File: config.mk
export PLATFORM = sky130hd
export DESIGN_NAME = quicksort_sort_engine
export DESIGN_NICKNAME = d
export VERILOG_FILES = /design/src/rtl/qss_pkg.sv /design/src/rtl/qss_ram.sv /design/src/rtl/quicksort_sort_engine.sv
export SDC_FILE = /design/constraint.sdc
export NUM_CORES = 2
export LEC_CHECK = 0
export BUFFER_PORTS_ARGS = -buffer_cell sky130_fd_sc_hd__buf_2
export CAP_MARGIN = 20
export CORE_MARGIN = 3
export CORE_UTILIZATION = 30
export CTS_CLUSTER_SIZE = 12
export DETAILED_ROUTE_END_ITERATION = 6
export GPL_TIMING_DRIVEN = 1
export PLACE_DENSITY = 0.42
export SYNTH_ARGS = -nofsm -noshare
export SYNTH_HDL_FRONTEND = slang
export SYNTH_SLANG_ARGS = --single-unit
File: constraint.sdc
create_clock -name i_clk -period 8.2 [get_ports i_clk]
set_clock_uncertainty 0.2 [all_clocks]
set_input_delay 0.82 -clock i_clk [delete_from_list [all_inputs] [get_ports i_clk]]
set_output_delay 0.82 -clock i_clk [all_outputs]
set_load 0.01 [all_outputs]
File: src/rtl/qss_pkg.sv
// Package: shared constants and types of the quicksort sort engine.
`default_nettype none
package qss_pkg;
    localparam int MAX_ELEMENTS = 64;
    localparam int AW = $clog2(MAX_ELEMENTS);
    localparam int CW = AW + 1;
    localparam int DW = 32;
    localparam int SW = 2 * AW;
endpackage
`default_nettype wire

File: src/rtl/qss_ram.sv
// Generic single-port RAM with registered read.
`default_nettype none
module qss_ram #(
    parameter int WIDTH = 32,
    parameter int DEPTH = 64
) (
    input  wire logic                     i_clk,
    input  wire logic                     i_we,
    input  wire logic [$clog2(DEPTH)-1:0] i_addr,
    input  wire logic [WIDTH-1:0]         i_wdata,
    output logic      [WIDTH-1:0]         o_rdata
);
    logic [WIDTH-1:0] r_mem [DEPTH];
    always_ff @(posedge i_clk) begin
        if (i_we) begin
            r_mem[i_addr] <= i_wdata;
        end
        o_rdata <= r_mem[i_addr];
    end
endmodule
`default_nettype wire

File: src/rtl/quicksort_sort_engine.sv
// Top level: quicksort engine with element and range memories.
//
//  channel  | ports                        | handshake
//  ---------+------------------------------+---------------------------
//  in item  | i_value, i_last              | start high, busy low
//  result   | o_value_res, o_last_res      | o_valid strobe, one cycle
//
// Loading accepts one item per cycle while start is high and busy low. After the
// item marked last the block sorts in place through the one element memory port:
// a partition compares each element with the pivot, the last of its range, swaps
// those not above it into place, then places the pivot. Sorted input is the slow
// case. Results never come back to back. busy rises after the item marked last
// and falls as the final result appears. Reset is synchronous, active low;
// memory contents are undefined until written. The receiver cannot stall.
`default_nettype none
module quicksort_sort_engine
    import qss_pkg::*;
(
    input  wire logic          i_clk,
    input  wire logic          i_rst_n,
    input  wire logic          start,
    output logic               busy,
    input  wire logic [DW-1:0] i_value,
    input  wire logic          i_last,
    output logic               o_valid,
    output logic [DW-1:0]      o_value_res,
    output logic               o_last_res
);
    typedef enum logic [4:0] {
        S_LOAD, S_POP, S_POPW, S_PIVR, S_PIVW, S_KRD, S_KW, S_DRD, S_DW,
        S_SWK, S_SWD, S_FRD, S_FW, S_FHI, S_FDST, S_OUTR, S_OUTW
    } t_state;

    t_state        r_state;
    logic [CW-1:0] r_count, r_sp;
    logic [AW-1:0] r_lo, r_hi, r_k, r_dst, r_oi;
    logic [DW-1:0] r_pivot, r_kv;

    logic          em_we, st_we;
    logic [AW-1:0] em_addr, st_addr;
    logic [DW-1:0] em_wdata, em_rdata;
    logic [SW-1:0] st_wdata, st_rdata;

    qss_ram #(.WIDTH(DW), .DEPTH(MAX_ELEMENTS)) u_elem (
        .i_clk(i_clk), .i_we(em_we), .i_addr(em_addr),
        .i_wdata(em_wdata), .o_rdata(em_rdata)
    );
    qss_ram #(.WIDTH(SW), .DEPTH(MAX_ELEMENTS)) u_stack (
        .i_clk(i_clk), .i_we(st_we), .i_addr(st_addr),
        .i_wdata(st_wdata), .o_rdata(st_rdata)
    );

    logic [AW-1:0] mid_lo, mid_hi;
    logic [CW-1:0] spm1;
    logic          push_l, push_r;
    assign spm1 = r_sp - CW'(1);

    // Memory port control per state.
    always_comb begin
        em_we    = 1'b0;
        em_addr  = r_k;
        em_wdata = r_kv;
        case (r_state)
            S_LOAD: begin
                em_we    = start && r_count != CW'(MAX_ELEMENTS);
                em_addr  = r_count[AW-1:0];
                em_wdata = i_value;
            end
            S_PIVR:  em_addr = r_hi;
            S_KRD:   em_addr = r_k;
            S_DRD:   em_addr = r_dst;
            // Hold the dst address so its element is on the port in S_SWK.
            S_DW:    em_addr = r_dst;
            S_SWK: begin
                em_we = 1'b1; em_addr = r_k; em_wdata = em_rdata;
            end
            S_SWD: begin
                em_we = 1'b1; em_addr = r_dst; em_wdata = r_kv;
            end
            S_FRD:   em_addr = r_dst;
            S_FHI: begin
                em_we = 1'b1; em_addr = r_hi; em_wdata = r_kv;
            end
            S_FDST: begin
                em_we = 1'b1; em_addr = r_dst; em_wdata = r_pivot;
            end
            S_OUTR:  em_addr = r_oi;
            default: em_addr = r_k;
        endcase
    end

    assign mid_lo = r_dst - AW'(1);
    assign mid_hi = r_dst + AW'(1);

    // Sub-ranges of two or more elements are kept; only the left one is written to the stack.
    assign push_l = (r_state == S_FDST) && ({1'b0, r_dst} > {1'b0, r_lo} + CW'(1));
    assign push_r = ({1'b0, r_dst} + CW'(1)) < {1'b0, r_hi};

    // Stack port: write the left range in S_FDST, otherwise read the top.
    assign st_we    = push_l;
    assign st_addr  = push_l ? r_sp[AW-1:0] : spm1[AW-1:0];
    assign st_wdata = {r_lo, mid_lo};

    always_ff @(posedge i_clk) begin
        if (!i_rst_n) begin
            r_state <= S_LOAD;
            r_count <= '0;
            r_sp    <= '0;
            busy    <= 1'b0;
            o_valid <= 1'b0;
        end else begin
            o_valid <= 1'b0;
            case (r_state)
                S_LOAD: begin
                    if (start) begin
                        if (r_count != CW'(MAX_ELEMENTS)) begin
                            r_count <= r_count + CW'(1);
                        end
                        if (i_last) begin
                            busy <= 1'b1;
                            // Seed the stack with the whole range when it
                            // holds two or more elements.
                            r_oi <= '0;
                            if (r_count >= CW'(1) && r_count != CW'(MAX_ELEMENTS)) begin
                                r_lo    <= '0;
                                r_hi    <= r_count[AW-1:0];
                                r_sp    <= CW'(1);
                                r_state <= S_PIVR;
                            end else if (r_count == CW'(MAX_ELEMENTS)) begin
                                r_lo    <= '0;
                                r_hi    <= AW'(MAX_ELEMENTS - 1);
                                r_sp    <= CW'(1);
                                r_state <= S_PIVR;
                            end else begin
                                r_state <= S_OUTR;
                            end
                        end
                    end
                end
                S_POP: begin
                    if (r_sp == '0) begin
                        r_oi    <= '0;
                        r_state <= S_OUTR;
                    end else begin
                        r_state <= S_POPW;
                    end
                end
                S_POPW: begin
                    {r_lo, r_hi} <= st_rdata;
                    r_state      <= S_PIVR;
                end
                S_PIVR: begin
                    // Pop the range just taken.
                    r_sp    <= spm1;
                    r_state <= S_PIVW;
                end
                S_PIVW: begin
                    r_pivot <= em_rdata;
                    r_k     <= r_lo;
                    r_dst   <= r_lo;
                    r_state <= (r_lo == r_hi) ? S_FRD : S_KRD;
                end
                S_KRD: r_state <= S_KW;
                S_KW: begin
                    r_kv <= em_rdata;
                    if ($signed(em_rdata) <= $signed(r_pivot)) begin
                        r_state <= S_DRD;
                    end else begin
                        r_k     <= r_k + AW'(1);
                        r_state <= (r_k + AW'(1) == r_hi) ? S_FRD : S_KRD;
                    end
                end
                S_DRD: r_state <= S_DW;
                S_DW:  r_state <= S_SWK;
                S_SWK: r_state <= S_SWD;
                S_SWD: begin
                    r_dst   <= r_dst + AW'(1);
                    r_k     <= r_k + AW'(1);
                    r_state <= (r_k + AW'(1) == r_hi) ? S_FRD : S_KRD;
                end
                S_FRD: r_state <= S_FW;
                S_FW: begin
                    r_kv    <= em_rdata;
                    r_state <= S_FHI;
                end
                S_FHI: r_state <= S_FDST;
                S_FDST: begin
                    // Push left then right; the right range is the next one
                    // popped, so take it at once instead of reading it back.
                    r_sp <= r_sp + CW'(push_l) + CW'(push_r);
                    if (push_r) begin
                        r_lo    <= mid_hi;
                        r_state <= S_PIVR;
                    end else begin
                        r_state <= S_POP;
                    end
                end
                S_OUTR: begin
                    if (r_count == '0) begin
                        busy    <= 1'b0;
                        r_state <= S_LOAD;
                    end else begin
                        r_state <= S_OUTW;
                    end
                end
                S_OUTW: begin
                    o_valid     <= 1'b1;
                    o_value_res <= em_rdata;
                    o_last_res  <= ({1'b0, r_oi} + CW'(1) == r_count);
                    if ({1'b0, r_oi} + CW'(1) == r_count) begin
                        r_count <= '0;
                        r_sp    <= '0;
                        busy    <= 1'b0;
                        r_state <= S_LOAD;
                    end else begin
                        r_oi    <= r_oi + AW'(1);
                        r_state <= S_OUTR;
                    end
                end
                default: r_state <= S_LOAD;
            endcase
        end
    end
endmodule
`default_nettype wire

==> results.cfg <==
[run_status]
run_status = finished, violations left
violations = DRC

[worst_setup_path]
setup.worst_path.end_class = flip-flop
r2r_end = u_stack.o_rdata[9]$_DFF_P_
crit_start = r_lo[0]$_DFFE_PP_
crit_path_max_fanout = 70
timing.critical_path.from_type = flip-flop
critical_path.reg2reg.startpoint = r_lo[0]$_DFFE_PP_
crit_arrival_ns = 7.12
path_class = flip-flop to flip-flop
required_ns = 8.72
worst-r2r-setup-slack_ns = 1.59
crit_end = u_stack.o_rdata[9]$_DFF_P_
worstRegToRegCells = 14

[global_route]
largest_net_degree_at_the_start_of_global_routing = 140
grt_util_all_layers_pct = 19.53
first_global_vias = 69470
grt_pass1_wl_mm = 560.4
grt_overflow_total = 0
antenna_violations_before_repair = 33

[cts]
cts_setup_buffers = 0
clkLatencyLatePin_ns = 0.93
postCtsHoldBufs = 0
cts_max_level = 5
numClockSinks = 3008
cts_made_buffers = 331
max-clock-path-buffers = 4
cts_root_buf = sky130_fd_sc_hd__clkbuf_16
cts_tree = done
ctsResizeCount = 0
clk_pin_slew_worst_paths_ns = 0.06

[synthesis]
synth.distinct_cells = 96
synth_commonest_cells = sky130_fd_sc_hd__edfxtp_1, sky130_fd_sc_hd__nand2_1, sky130_fd_sc_hd__mux2i_1
synthesis.instances = 7621
synth.yosys.seq_area_share_pct = 75.74
synth_enable_flop_cells = 2943
yosys_most_used_dff = sky130_fd_sc_hd__edfxtp_1
synth.top_cell.area_share_pct = 74.65
synth_most_common_cell = sky130_fd_sc_hd__edfxtp_1
ys_ff_latch = 3008
synthesis.nets = 7711
synth_area_leaders = sky130_fd_sc_hd__edfxtp_1, sky130_fd_sc_hd__mux2i_1, sky130_fd_sc_hd__nand2_1, sky130_fd_sc_hd__o22ai_1, sky130_fd_sc_hd__a22oi_1
post_synth.cell_area_avg_um2 = 15.54
yosys.area.top_type = sky130_fd_sc_hd__edfxtp_1
syn_area_mm2 = 0.1184
ys_async_sr_fraction_pct = 0
yosys_warnings = 0

[detailed_routing]
post-route-drc-count = 4
drt_pre_antenna_iters = 7
vias_per_cell = 5.357
dr_total_vias = 71700
drt_first_iter_violations = 8274
wl_per_cell_um = 30.14
antenna_left = 0
drt-total-wl_mm = 403.4

[cells_and_area]
nNetsFinal = 7972
stdcell_area_mm2 = 0.1375
fillers = 37270
drive_above_1_share_pct = 13.73
finalNonFillerCells = 13380
syn_to_final_growth_pct = 16.14

[placed_design]
detailedPlacementHpwl_mm = 238.8
globalplace.congestion = 0.8300
preCtsSetupSlack_ns = 1.419
post-place-cells = 12770
numPortBuffers = 70
place_area_mm2 = 0.1271

[timing]
finalWorstSetupSlack_ns = 1.594
min_cycle_time_layout_ns = 6.606
slew-limit-headroom_pct = 25.44
finalCritPeriodShare_pct = 80.56
totalNegativeSetupSlack_ns = 0
final-max-slew-violation-count = 0
timing.hold.ws_ns = 0.1493
clock.fmax_mhz = 151.4
grt_setup_unrepaired = false
finalSetupViolCount = 0
worstMarginPinSlew_ns = 1.116
final-hold-violation-count = 0

[floorplanning]
dieWidth_um = 634.2
die-area_mm2 = 0.4022
coreArea_mm2 = 0.3928
count_of_standard_cell_rows = 230
initial_utilization_pct = 30.14
floorplan.die.height_um = 634.2
top_level_ports = 71

[power_and_ir_drop]
peakVddDrop_v = 0.0002979
power.static_leakage_uw = 0.04578
power_switching_share_pct = 39.48
power.sequential.fraction_pct = 36.7
power.density_mw_per_mm2 = 413.0
p_int_uw = 34370
p_switching_uw = 22420
combinationalPowerShare_pct = 37.8
clock_power_share_pct = 25.5

[hold_path]
min_path_type = input port to flip-flop

[job]
max_cap_violations = 0
-- critical path, cell delays in order (launching register included) --
cell and delay (ns):
sky130_fd_sc_hd__edfxtp_1 0.35, sky130_fd_sc_hd__buf_4 0.72, sky130_fd_sc_hd__nand3_1 0.18, sky130_fd_sc_hd__xor2_1 0.20, sky130_fd_sc_hd__ha_1 0.21, sky130_fd_sc_hd__or3_1 0.46, sky130_fd_sc_hd__o211ai_4 0.84, sky130_fd_sc_hd__inv_2 0.55
sky130_fd_sc_hd__o21ai_0 0.42, sky130_fd_sc_hd__and2_1 0.20, sky130_fd_sc_hd__o22a_1 0.50, sky130_fd_sc_hd__buf_4 0.31, sky130_fd_sc_hd__a31oi_1 0.09, sky130_fd_sc_hd__a2111oi_2 0.97, sky130_fd_sc_hd__nand4_1 0.15
-- layer usage --
metal  wire, µm  track usage [%]  vias to the layer above
li1           -                -                    30930
met4       8567            4.296                        6
met3      25950            3.099                      449
met1     185800            28.65                    37710
met5         41                0                        -
met2     183000            30.37                     2613
-- how the worst min path moves through the flow --
| stage | depth (start not counted) | startpoint | endpoint | slack (ns) |
|---|---|---|---|---|
| 2_1_floorplan | 0 | u_elem.o_rdata[0]$_DFF_P_ | o_value_res[0]$_DFFE_PP_ | 0.27 |
| 3_3_place_gp | 2 | busy$_SDFFE_PN0P_ | busy$_SDFFE_PN0P_ | 0.32 |
| 4_1_cts | 2 | i_rst_n | r_sp[5]$_SDFFE_PN0P_ | 0.07 |
| 5_1_grt | 2 | i_rst_n | r_sp[5]$_SDFFE_PN0P_ | 0.12 |
| 6_report | 2 | i_rst_n | r_sp[5]$_SDFFE_PN0P_ | 0.15 |
| 3_5_place_dp | 2 | busy$_SDFFE_PN0P_ | busy$_SDFFE_PN0P_ | 0.34 |
-- final cells by class --
type | instances | area (µm²) | area share (%)
Sequential cell | 3008 | 89680 | 65.22
Multi-Input combinational cell | 4039 | 27230 | 19.81
Clock buffer | 443 | 8982 | 6.532
Tap cell | 5220 | 6531 | 4.750
Timing Repair Buffer | 438 | 3416 | 2.484
Clock inverter | 156 | 1381 | 1.005
Inverter | 64 | 240.2 | 0.1747
Antenna cell | 16 | 40.04 | 0.02912
-- placed cells by master, fill, tap and decap left out, types with 101 or more instances in the layout --
| cell type | n |
|---|---|
| sky130_fd_sc_hd__edfxtp_1 | 2943 |
| sky130_fd_sc_hd__nand2_1 | 906 |
| sky130_fd_sc_hd__mux2i_1 | 503 |
| sky130_fd_sc_hd__clkbuf_16 | 338 |
| sky130_fd_sc_hd__buf_4 | 338 |
| sky130_fd_sc_hd__o22ai_1 | 248 |
| sky130_fd_sc_hd__nand3_1 | 226 |
| sky130_fd_sc_hd__a31oi_1 | 210 |
| sky130_fd_sc_hd__and3_1 | 203 |
| sky130_fd_sc_hd__a22oi_1 | 203 |
| sky130_fd_sc_hd__o21ai_0 | 194 |
| sky130_fd_sc_hd__a211oi_1 | 163 |
| sky130_fd_sc_hd__nor2_1 | 136 |
| sky130_fd_sc_hd__a222oi_1 | 126 |
| sky130_fd_sc_hd__a21oi_1 | 101 |
-- cells by family (layout without fill, tap and decap cells) --
| group | after synthesis | count (layout) | share of synthesized area, % |
|---|---|---|---|
| DFF | 3008 | 3008 | 75.74 |
| and+or+nand+nor | 1802 | 1802 | 6.911 |
| AOI/OAI and AO/OA | 1627 | 1627 | 9.869 |
| buffers and inverters | 574 | 1101 | 2.230 |
| muxes | 509 | 509 | 4.309 |
| adders and majority gates | 54 | 54 | 0.5770 |
| xor gates and xnor gates | 47 | 47 | 0.3604 |
| other | 0 | 16 | 0 |
-- power groups by stage --
stage | combinational, µW | sequential [µW] | clock (µW)
global placement | 21400 | 21100 | 0
CTS | 21500 | 20800 | 14800
global route | 22900 | 20900 | 15400
finish | 21500 | 20800 | 14500
floorplan | 12200 | 21000 | 0
detailed placement | 21500 | 21200 | 0
-- state kept, by name (all words and copies together), names as in the netlist, 7 cells and up --
| signal | count |
|---|---|
| r_count | 7 |
| r_kv | 32 |
| o_value_res | 32 |
| r_pivot | 32 |
| u_stack.r_mem | 768 |
| u_elem.o_rdata | 32 |
| u_elem.r_mem | 2048 |
| r_sp | 7 |
| u_stack.o_rdata | 12 |
-- through the flow --
step           utilization, %  power, µW
6_report                35.00      56790
5_1_grt                 35.00      59180
4_1_cts                 34.99      57170
3_5_place_dp            32.35      42660
3_3_place_gp            32.31      42510
2_1_floorplan               -      33230
Power figures use the tool's default switching activity.
